===== src/rtl/core/srs_pkg.sv =====
// ----------------------------------------------------------------------------
// srs_pkg
// shared types, codes and constants of the sensor reading supervisor
// ----------------------------------------------------------------------------
package srs_pkg;

  typedef enum logic [2:0] {
    ST_FRESH      = 3'd0,
    ST_CACHED     = 3'd1,
    ST_FAILED     = 3'd2,
    ST_TEMP_RANGE = 3'd3,
    ST_HUM_RANGE  = 3'd4,
    ST_RECORD     = 3'd5
  } status_e;

  typedef enum logic [2:0] {
    REG_THROTTLE   = 3'd0,
    REG_FAIL_LIM   = 3'd1,
    REG_STUCK_LIM  = 3'd2,
    REG_REINIT_LIM = 3'd3,
    REG_TEMP_THR   = 3'd4,
    REG_HUM_THR    = 3'd5
  } reg_idx_e;

  localparam logic signed [11:0] TempMin   = -12'sd400;
  localparam logic signed [11:0] TempMax   = 12'sd800;
  localparam logic [10:0]        HumMax    = 11'd1000;
  localparam logic [3:0]         BadSat    = 4'd15;
  localparam logic [2:0]         ReinitSat = 3'd7;

  localparam logic [15:0] ThrottleRst  = 16'd2000;
  localparam logic [3:0]  FailLimRst   = 4'd5;
  localparam logic [3:0]  StuckLimRst  = 4'd15;
  localparam logic [2:0]  ReinitLimRst = 3'd3;
  localparam logic [9:0]  TempThrRst   = 10'd5;
  localparam logic [9:0]  HumThrRst    = 10'd20;

  typedef struct packed {
    logic [15:0] throttle_ms;
    logic [3:0]  fail_limit;
    logic [3:0]  stuck_limit;
    logic [2:0]  reinit_limit;
    logic [9:0]  temp_threshold;
    logic [9:0]  hum_threshold;
  } cfg_t;

  typedef struct packed {
    logic               cmd;
    logic [31:0]        now_ms;
    logic               read_failed;
    logic signed [11:0] temperature;
    logic [10:0]        humidity;
    logic               sent_valid;
  } item_t;

  typedef struct packed {
    logic               valid_res;
    logic signed [11:0] temp_out;
    logic [10:0]        hum_out;
    status_e            status;
    logic               reinit_request;
    logic               restart_request;
    logic               significant_change;
  } result_t;

  typedef struct packed {
    logic [31:0]        last_read_time;
    logic               cache_valid;
    logic signed [11:0] cache_temp;
    logic [10:0]        cache_hum;
    logic signed [11:0] prev_temp;
    logic [10:0]        prev_hum;
    logic [3:0]         bad_count;
    logic [2:0]         reinit_count;
    logic signed [11:0] sent_temp;
    logic [10:0]        sent_hum;
    logic               first_report;
  } state_t;

endpackage


===== src/rtl/core/srs_eval.sv =====
// ----------------------------------------------------------------------------
// srs_eval
// per-item decision logic: throttle, checks, stuck detection and deadbands
// ----------------------------------------------------------------------------
module srs_eval (
  input  srs_pkg::cfg_t    cfg_i,
  input  srs_pkg::item_t   item_i,
  input  srs_pkg::state_t  state_i,
  output srs_pkg::result_t res_o,
  output srs_pkg::state_t  state_o
);

  logic [31:0]        elapsed;
  logic               use_cache;
  logic signed [11:0] cmp_temp;
  logic [10:0]        cmp_hum;
  logic signed [12:0] dt;
  logic [11:0]        adt;
  logic [11:0]        dh;
  logic [10:0]        adh;
  logic               changed;
  logic [3:0]         bad_inc;
  logic [2:0]         rc_inc;
  logic               temp_bad;
  logic               hum_bad;
  logic               same;

  assign elapsed   = item_i.now_ms - state_i.last_read_time;
  assign use_cache = (elapsed < {16'd0, cfg_i.throttle_ms}) && state_i.cache_valid;

  // deadband check runs on whichever sample gets reported
  assign cmp_temp = use_cache ? state_i.cache_temp : item_i.temperature;
  assign cmp_hum  = use_cache ? state_i.cache_hum : item_i.humidity;
  assign dt  = {cmp_temp[11], cmp_temp} - {state_i.sent_temp[11], state_i.sent_temp};
  assign adt = dt[12] ? 12'(-dt) : dt[11:0];
  assign dh  = {1'b0, cmp_hum} - {1'b0, state_i.sent_hum};
  assign adh = dh[11] ? 11'(-dh) : dh[10:0];
  assign changed = state_i.first_report || (adt >= {2'd0, cfg_i.temp_threshold})
                   || (adh >= {1'b0, cfg_i.hum_threshold});

  assign bad_inc  = (state_i.bad_count < srs_pkg::BadSat) ? state_i.bad_count + 4'd1
                                                          : state_i.bad_count;
  assign rc_inc   = (state_i.reinit_count < srs_pkg::ReinitSat) ? state_i.reinit_count + 3'd1
                                                                : state_i.reinit_count;
  assign temp_bad = (item_i.temperature < srs_pkg::TempMin)
                    || (item_i.temperature > srs_pkg::TempMax);
  assign hum_bad  = item_i.humidity > srs_pkg::HumMax;
  assign same     = (item_i.temperature == state_i.prev_temp)
                    && (item_i.humidity == state_i.prev_hum);

  always_comb begin
    state_o = state_i;
    res_o   = '0;
    if (item_i.cmd) begin
      res_o.status = srs_pkg::ST_RECORD;
      if (item_i.sent_valid) begin
        state_o.sent_temp    = item_i.temperature;
        state_o.sent_hum     = item_i.humidity;
        state_o.first_report = 1'b0;
      end
    end else if (use_cache) begin
      res_o.valid_res          = 1'b1;
      res_o.temp_out           = state_i.cache_temp;
      res_o.hum_out            = state_i.cache_hum;
      res_o.status             = srs_pkg::ST_CACHED;
      res_o.significant_change = changed;
    end else begin
      state_o.last_read_time = item_i.now_ms;
      if (item_i.read_failed) begin
        res_o.status = srs_pkg::ST_FAILED;
        if (bad_inc >= cfg_i.fail_limit) begin
          res_o.reinit_request = 1'b1;
          state_o.bad_count    = '0;
        end else begin
          state_o.bad_count = bad_inc;
        end
      end else if (temp_bad) begin
        res_o.status = srs_pkg::ST_TEMP_RANGE;
      end else if (hum_bad) begin
        res_o.status = srs_pkg::ST_HUM_RANGE;
      end else begin
        if (same) begin
          if (bad_inc >= cfg_i.stuck_limit) begin
            res_o.reinit_request  = 1'b1;
            res_o.restart_request = rc_inc >= cfg_i.reinit_limit;
            state_o.bad_count     = '0;
            state_o.reinit_count  = rc_inc;
          end else begin
            state_o.bad_count = bad_inc;
          end
        end else begin
          state_o.bad_count    = '0;
          state_o.reinit_count = '0;
        end
        state_o.prev_temp        = item_i.temperature;
        state_o.prev_hum         = item_i.humidity;
        state_o.cache_temp       = item_i.temperature;
        state_o.cache_hum        = item_i.humidity;
        state_o.cache_valid      = 1'b1;
        res_o.valid_res          = 1'b1;
        res_o.temp_out           = item_i.temperature;
        res_o.hum_out            = item_i.humidity;
        res_o.status             = srs_pkg::ST_FRESH;
        res_o.significant_change = changed;
      end
    end
  end

endmodule


===== src/rtl/core/sensor_reading_supervisor.sv =====
// ----------------------------------------------------------------------------
// sensor_reading_supervisor
// throttled, range-checked and stuck-monitored temperature/humidity reads
// ----------------------------------------------------------------------------
// path: an accepted request is held in the input register, evaluated by the decision
// logic and presented from the result register until the receiver takes it
// throughput: one request per cycle while the output is not stalled, set by the combinational decision logic
// reset: asynchronous, clears pipeline and supervision state, loads default
// register values; no clearing pass, first request accepted right after reset
module sensor_reading_supervisor (
  input  logic               clk_i,
  input  logic               rst_ni,
  input  logic               cfg_we_i,
  input  logic [2:0]         cfg_index_i,
  input  logic [15:0]        cfg_data_i,
  input  logic               in_valid_i,
  output logic               in_stall_o,
  input  logic               cmd_i,
  input  logic [31:0]        now_ms_i,
  input  logic               read_failed_i,
  input  logic signed [11:0] temperature_i,
  input  logic [10:0]        humidity_i,
  input  logic               sent_valid_i,
  output logic               out_valid_o,
  input  logic               out_stall_i,
  output logic               valid_res_o,
  output logic signed [11:0] temp_out_o,
  output logic [10:0]        hum_out_o,
  output logic [2:0]         status_o,
  output logic               reinit_request_o,
  output logic               restart_request_o,
  output logic               significant_change_o
);

  srs_pkg::cfg_t    cfg_q;
  srs_pkg::item_t   item_q;
  logic             item_valid_q;
  srs_pkg::state_t  state_q, state_d;
  srs_pkg::result_t res_q, res_d;
  logic             res_valid_q;
  logic             advance;
  logic             in_take;
  logic             move;

  assign advance    = !res_valid_q || !out_stall_i;
  assign move       = item_valid_q && advance;
  assign in_stall_o = item_valid_q && !advance;
  assign in_take    = in_valid_i && !in_stall_o;

  always_ff @(posedge clk_i or negedge rst_ni) begin
    if (!rst_ni) begin
      cfg_q.throttle_ms    <= srs_pkg::ThrottleRst;
      cfg_q.fail_limit     <= srs_pkg::FailLimRst;
      cfg_q.stuck_limit    <= srs_pkg::StuckLimRst;
      cfg_q.reinit_limit   <= srs_pkg::ReinitLimRst;
      cfg_q.temp_threshold <= srs_pkg::TempThrRst;
      cfg_q.hum_threshold  <= srs_pkg::HumThrRst;
    end else if (cfg_we_i) begin
      case (cfg_index_i)
        srs_pkg::REG_THROTTLE:   cfg_q.throttle_ms    <= cfg_data_i;
        srs_pkg::REG_FAIL_LIM:   cfg_q.fail_limit     <= cfg_data_i[3:0];
        srs_pkg::REG_STUCK_LIM:  cfg_q.stuck_limit    <= cfg_data_i[3:0];
        srs_pkg::REG_REINIT_LIM: cfg_q.reinit_limit   <= cfg_data_i[2:0];
        srs_pkg::REG_TEMP_THR:   cfg_q.temp_threshold <= cfg_data_i[9:0];
        srs_pkg::REG_HUM_THR:    cfg_q.hum_threshold  <= cfg_data_i[9:0];
        default: ;
      endcase
    end
  end

  // input register
  always_ff @(posedge clk_i or negedge rst_ni) begin
    if (!rst_ni) begin
      item_valid_q <= 1'b0;
    end else if (in_take) begin
      item_valid_q <= 1'b1;
    end else if (move) begin
      item_valid_q <= 1'b0;
    end
  end

  always_ff @(posedge clk_i) begin
    if (in_take) begin
      item_q.cmd         <= cmd_i;
      item_q.now_ms      <= now_ms_i;
      item_q.read_failed <= read_failed_i;
      item_q.temperature <= temperature_i;
      item_q.humidity    <= humidity_i;
      item_q.sent_valid  <= sent_valid_i;
    end
  end

  srs_eval u_eval (
    .cfg_i   (cfg_q),
    .item_i  (item_q),
    .state_i (state_q),
    .res_o   (res_d),
    .state_o (state_d)
  );

  always_ff @(posedge clk_i or negedge rst_ni) begin
    if (!rst_ni) begin
      state_q <= '{first_report: 1'b1, default: '0};
    end else if (move) begin
      state_q <= state_d;
    end
  end

  // result register
  always_ff @(posedge clk_i or negedge rst_ni) begin
    if (!rst_ni) begin
      res_valid_q <= 1'b0;
    end else if (advance) begin
      res_valid_q <= item_valid_q;
    end
  end

  always_ff @(posedge clk_i) begin
    if (move) begin
      res_q <= res_d;
    end
  end

  assign out_valid_o          = res_valid_q;
  assign valid_res_o          = res_q.valid_res;
  assign temp_out_o           = res_q.temp_out;
  assign hum_out_o            = res_q.hum_out;
  assign status_o             = res_q.status;
  assign reinit_request_o     = res_q.reinit_request;
  assign restart_request_o    = res_q.restart_request;
  assign significant_change_o = res_q.significant_change;

endmodule


===== config.mk =====
export PLATFORM = sky130hd
export DESIGN_NAME = sensor_reading_supervisor
export DESIGN_NICKNAME = d
export VERILOG_FILES = /design/src/rtl/core/srs_pkg.sv /design/src/rtl/core/srs_eval.sv /design/src/rtl/core/sensor_reading_supervisor.sv
export SDC_FILE = /design/constraint.sdc
export NUM_CORES = 1
export LEC_CHECK = 0
export BUFFER_PORTS_ARGS = -buffer_cell sky130_fd_sc_hd__buf_2
export CORE_MARGIN = 10
export CORE_UTILIZATION = 48
export CTS_BUF_LIST = sky130_fd_sc_hd__clkbuf_4 sky130_fd_sc_hd__clkbuf_8 sky130_fd_sc_hd__clkbuf_16
export CTS_CLUSTER_DIAMETER = 100
export DETAILED_ROUTE_END_ITERATION = 8
export PLACE_DENSITY = 0.66
export SLEW_MARGIN = 30
export SYNTH_ARGS = -nofsm -noshare
export SYNTH_HDL_FRONTEND = slang
export SYNTH_HIERARCHICAL = 1
export SYNTH_SLANG_ARGS = --single-unit

===== constraint.sdc =====
create_clock -name clk_i -period 17.3 [get_ports clk_i]
set_input_delay 0.865 -clock clk_i [delete_from_list [all_inputs] [get_ports clk_i]]
set_output_delay 0.865 -clock clk_i [all_outputs]
set_load 0.1 [all_outputs]

* After elaboration in Yosys (flattened, before gate mapping)
Index checks and enable logic that the tools add are counted.
** Operators by class
- Multiplexer cells :: 29
- $lt $le $gt $ge :: 11
- Multipliers :: 0
- Reductions and logical operators :: 28
- Equality and inequality tests :: 10
- Shifts and indexed selects :: 0
- Add/subtract/negate cells :: 7
- Bitwise logic cells :: 7
- Div/mod/pow operators :: 0
** Operators by type and width (count)
- 24-bit two-way mux :: 3
- 32-bit by 16-bit less-than comparator with 1-bit output :: 1
- 32-bit subtractor :: 1
- 27-bit two-way mux :: 1
- 12-bit two-way mux :: 2
- 11-bit two-way mux :: 2
- 7-bit two-way mux :: 3
- 4-bit two-way mux :: 5
- 3-bit two-way mux :: 6
- 12-bit by 12-bit subtractor with 13-bit output :: 1
- 12-bit == test :: 1
- 12-bit by 10-bit greater-or-equal comparator with 1-bit output :: 1
- 12-bit by 11-bit greater-than comparator with 1-bit output (second input constant) :: 1
- 12-bit by 10-bit less-than comparator with 1-bit output (second input constant) :: 1
- 12-bit negator :: 1
- 2-bit AND reduction :: 6
- 11-bit by 11-bit subtractor with 12-bit output :: 1
- 11-bit == test :: 1
- 11-bit by 10-bit greater-or-equal comparator with 1-bit output :: 1
- 11-bit by 10-bit greater-than comparator with 1-bit output (second input constant) :: 1
- 11-bit negator :: 1
- 4-bit greater-or-equal comparator :: 2
- 1-bit NOT :: 7
- 7-bit AND reduction :: 1
- 21 further kinds :: 41
** Storage, ports and cells
- Bits in registers :: 224
- Logic and storage cells :: 123
- Output and inout port bits :: 32
- Bits of input ports :: 82
- RAM bits :: 0
- Latch bits :: 0
- ROM bits :: 0
- Memories kept :: 0

* Longest topological paths before layout
- Word-level depth :: 14
- Depth in mapped cells :: 44
- Gate-level depth less buffers :: 41

* Hierarchy
The synthesis kept the hierarchy.
** By module, submodules not included
- sensor_reading_supervisor :: area an instance 8632.0 µm², cells each 431, times used 1, seq. area each 6645.1 µm²
- srs_eval :: area an instance 7667.4 µm², cells each 1114, times used 1, seq. area each 0.0 µm²

* Worst setup path before layout
OpenSTA, ideal clock, no wires.
- Path kind :: reg-to-reg
- From :: reg state_q[78] in the netlist's numbering
- To :: reg res_q, in the netlist significant_change_o, data pin
- Setup slack :: 8.490 ns
- Arrival :: 8.549 ns
- Stages on the path, launching flop included :: 43
- Library setup time :: 0.261 ns
- Data required time :: 17.039 ns
- Clock period less this slack :: 8.810 ns
- Path through :: dfrtp_1 > ha_1 > fa_1 > nand2b_1 > a211oi_1 > o31ai_1 > a21oi_1 > nor2_1 > xnor2_1 > ha_1 > nand4_1 > nor3_1 > and2_1 > or3_1 > or4_1 > or4_1 > nor4_1 > nand4_1 > (+7 left out) > o31a_1 > o31ai_1 > a21oi_1 > a211oi_1 > o21bai_1 > o21ai_1 > inv_1 > nor2_1 > xnor2_1 > ha_1 > a21oi_1 > nor2b_1 > o21ai_0 > a21oi_1 > o211ai_1 > nand2_1 > a2111o_1 > o32a_1
** Between the ends
- Word-level cells in the longest chain between the ends :: 14
- Elaborated cells between the ends (all ways) :: 19
- Those cells by class :: add/sub (5); order compare (3); mux (8); reduce/logical (3)
** RTL lines
- start: declaration :: line sensor_reading_supervisor.sv:38 : srs_pkg::state_t state_q, state_d;
- start signal: assignment :: line sensor_reading_supervisor.sv:105 : state_q <= state_d;
- 32-bit subtractor (*) :: line srs_eval.sv:28 : assign elapsed = item_i.now_ms - state_i.last_read_time;
- 32-bit by 16-bit less-than comparator with 1-bit output (*) :: line srs_eval.sv:29 : assign use_cache = (elapsed < {16'd0, cfg_i.throttle_ms}) && state_i.cache_valid;
- 1-bit logical AND (*) :: line srs_eval.sv:29
- 12-bit two-way mux :: line srs_eval.sv:32 : assign cmp_temp = use_cache ? state_i.cache_temp : item_i.temperature;
- 12-bit by 12-bit subtractor with 13-bit output :: line srs_eval.sv:34 : assign dt = {cmp_temp[11], cmp_temp} - {state_i.sent_temp[11], state_i.sent_temp};
- 12-bit negator :: line srs_eval.sv:35 : assign adt = dt[12] ? 12'(-dt) : dt[11:0];
- 12-bit two-way mux :: line srs_eval.sv:35
- 12-bit by 10-bit greater-or-equal comparator with 1-bit output :: line srs_eval.sv:38 : assign changed = state_i.first_report || (adt >= {2'd0, cfg_i.temp_threshold})
- 1-bit logical OR :: line srs_eval.sv:38
- 1-bit logical OR :: line srs_eval.sv:39 : || (adh >= {1'b0, cfg_i.hum_threshold});
- 3-bit two-way mux :: line srs_eval.sv:79 : end else if (hum_bad) begin
- 3-bit two-way mux :: line srs_eval.sv:77 : end else if (temp_bad) begin
- 1-bit two-way mux :: line srs_eval.sv:69 : if (item_i.read_failed) begin
- 1-bit two-way mux (*) :: line srs_eval.sv:61 : end else if (use_cache) begin
- end signal: assignment :: line sensor_reading_supervisor.sv:120 : res_q <= res_d;
- end: declaration :: line sensor_reading_supervisor.sv:39 : srs_pkg::result_t res_q, res_d;
Every way passes the cells marked *; elsewhere a longest branch is shown, timed or not.
A chain may end at the register's enable or synchronous reset.

* Worst setup path after layout
Same ends and word-level chain as after synthesis.

==> reports/metrics.cfg <==
[synthesis]
syn_inst=1545
ys_warn_count=6
synthesis.nets=1734
ys_seq_area_share_pct=40.8
async_flop_share_pct=64.4
ys.flop_type=dfrtp_1
synth_seq_cells=247
synth_edf_count=88
syn_area_um2=16300
synth_cell_types=79
avgSynthCellArea_um2=10.5

[worst_setup_path]
cpPeakStageDelay_ns=0.54
crit_path_top_delay_cell=a211oi_1
crit_type=flop to flop
cp.required_ns=17.63
worstPathMaxFanout=76
endpoint_kind=flop
cp-start-kind=flop
crit_arrival_ns=10.37

[floorplan]
core_area_um2=33500
die_area_um2=41700
die_x_um=204
fp.dieH_um=204
initial_core_util_pct=48.6
rows=67
ioPinCount=114

[sta]
drv_slew=0
fin_crit_ns=10.04
setup_tns_ns=0
max_slew_margin_pct=34.1
worstMarginPinSlew_ns=0.963
skew_ns=0.0235
fin_crit_sh_pct=58.0
hold_viol=0
setup_viol=0
max_freq_mhz=99.6
rsz0062_at_grt=no

[route]
wl_met3_mm=1.48
dr.pass1.iters=5
wl_met2_mm=19.0
ant_nets=0
remaining_drc_errors=0
maxUsedRoutingLayer=met4
vias=11624
drt_wl_total_mm=38.6
wl_per_cell_um=18.3
viasPerCell=5.53
wl_met1_mm=17.4
drtIter0Drc=662

[global_routing]
grt_pass1_wl_mm=62.2
antenna_found_initial=0
grt_max_degree=77
grt_usage_pct=18.2
overflow=0
grt_pass1_vias=11688

[clock_tree]
cts_buffers=29
clk_pin_slew_ns=0.06
worstSkewPairLatency_ns=0.58
cts_max_level=1
cts_setup_buffers=0
clock-sinks=247
post_cts_resized=0
clockBufferDepth=3
cts-root-buf=clkbuf_16
ctsHoldBuffers=0
tritoncts=done

[final_layout]
drive_above_1_share_pct=29.5
fin_cells=2103
finalNetCount=1821
diodes=0
nFillCells=3001
synthToLayoutAreaGrowth_pct=11.7
final_area_um2=18200

[pwr]
leakage_nw=8.11
power_density_nw_per_um2=160
power_mw=2.91
ir_drop_mv=0.111

[worst_hold_path]
hold_path.class=input port to async pin

[outcome]
status=finished, final reports clean

[flow_run]
maxCapViolCount=0

[place]
dp_hpwl_mm=28.2
globalplace.congestion=0.912
placed_area_um2=17200
portBuffers=113
dp.cells=2048

-- report_power, final --
| part | internal (mW) | leakage (nW) | switching [mW] |
|---|---|---|---|
| Sequential | 0.764 | 2.78 | 0.112 |
| Combinational | 0.655 | 4.84 | 0.745 |
| Clock | 0.379 | 0.489 | 0.250 |
-- routing by layer --
layer	vias to the layer above	GRT usage [%]
met4	0	3.62
met5	-	0
met1	5646	23.4
met3	46	2.87
met2	220	31.6
li1	5712	-
-- synth_stat cells, types with 10 or more instances --
cell	count	share of area (%)
nand2_1	107	2.5
nor4_1	10	0.38
o21a_1	23	1.1
and2_1	11	0.42
xor2_1	30	1.6
a21o_1	22	1.0
nor2_1	75	1.7
a21oi_1	85	2.6
inv_1	129	3.0
edfxtp_1	88	16
mux2_4	27	2.5
ha_1	104	8.0
mux2_2	233	16
dfrtp_1	140	21
or2_2	18	0.69
dfstp_2	19	3.1
nand4_1	18	0.69
buf_2	12	0.37
buf_4	11	0.51
o21ai_0	43	1.3
nor2b_1	17	0.65
clkbuf_1	33	0.76
xnor2_1	41	2.2
a211oi_1	10	0.46
nor3_1	27	0.83
nand2b_1	16	0.61
nand3_1	46	1.4
-- worst paths after layout --
kind                       slack, ns        startpoint              endpoint  cells after the start
hold reg to reg                 0.50         cfg_q[32]             cfg_q[32]                      1
min in group clk_i              0.46  temperature_i[0]            item_q[12]                      1
max in group asynchronous      15.42            rst_ni           state_q[25]                      3
hold / removal                  0.18            rst_ni           state_q[80]                      1
setup / recovery                7.26       state_q[78]  significant_change_o                     40
setup reg to reg                7.26       state_q[78]  significant_change_o                     40
-- area by class of cell --
class / count / area (um^2) / share of cell area [%]
clock buffers: 39 / 820 / 4.50
multi-input cells: 1100 / 8840 / 48.6
flip-flops and latches: 247 / 6650 / 36.5
clock inverters: 15 / 176 / 0.969
well taps: 448 / 561 / 3.08
inverters: 130 / 488 / 2.68
repair buffers: 124 / 678 / 3.72
-- worst max-delay path, delay by kind of cell (launching register included) --
kind | cells | cell delay (ns)
buf+inv | 2 | 0.47
flops | 1 | 0.39
fa+ha+maj | 5 | 1.41
xor+xnor | 2 | 0.28
compound gates | 15 | 4.00
simple gates | 16 | 3.22
-- through the flow --
| stage | utilization [%] | worst slack (ns) | hold WS, ns |
|---|---|---|---|
| after floorplan | - | 8.49 | 0.444 |
| after global routing | 54.3 | 6.47 | 0.197 |
| after CTS | 54.2 | 7.33 | 0.172 |
| after global placement | 51.2 | 7.62 | 0.469 |
| after detailed placement | 51.2 | 7.33 | 0.494 |
| final | 54.3 | 7.26 | 0.183 |
-- flip-flops by register name, summed over array words and instances, names as in the netlist --
name,count
restart_request_o,1
item_q,58
item_valid_q,1
hum_out_o,11
valid_res_o,1
out_valid_o,1
status_o,3
cfg_q,47
significant_change_o,1
temp_out_o,12
state_q,110
reinit_request_o,1
-- kinds of logic (layout without fill, tap and decap cells) --
kind of cell / count (synthesis) / in the layout / share of synthesized area, %
mux: 267 / 267 / 19.0
xor+xnor: 71 / 71 / 3.82
simple gates: 383 / 383 / 11.8
fa+ha+maj: 107 / 107 / 8.35
compound gates: 272 / 272 / 11.0
flops: 247 / 247 / 40.8
buf+inv: 198 / 308 / 5.18
-- placed cells by master (no fill, tap or decap), types with 46 or more instances in the layout --
cell type,instances
ha_1,104
mux2_2,233
nand3_1,46
nand2_1,105
buf_2,112
inv_1,129
nor2_1,75
a21oi_1,85
edfxtp_1,88
dfrtp_1,140
Note: power is estimated with default switching activity, not from simulation.
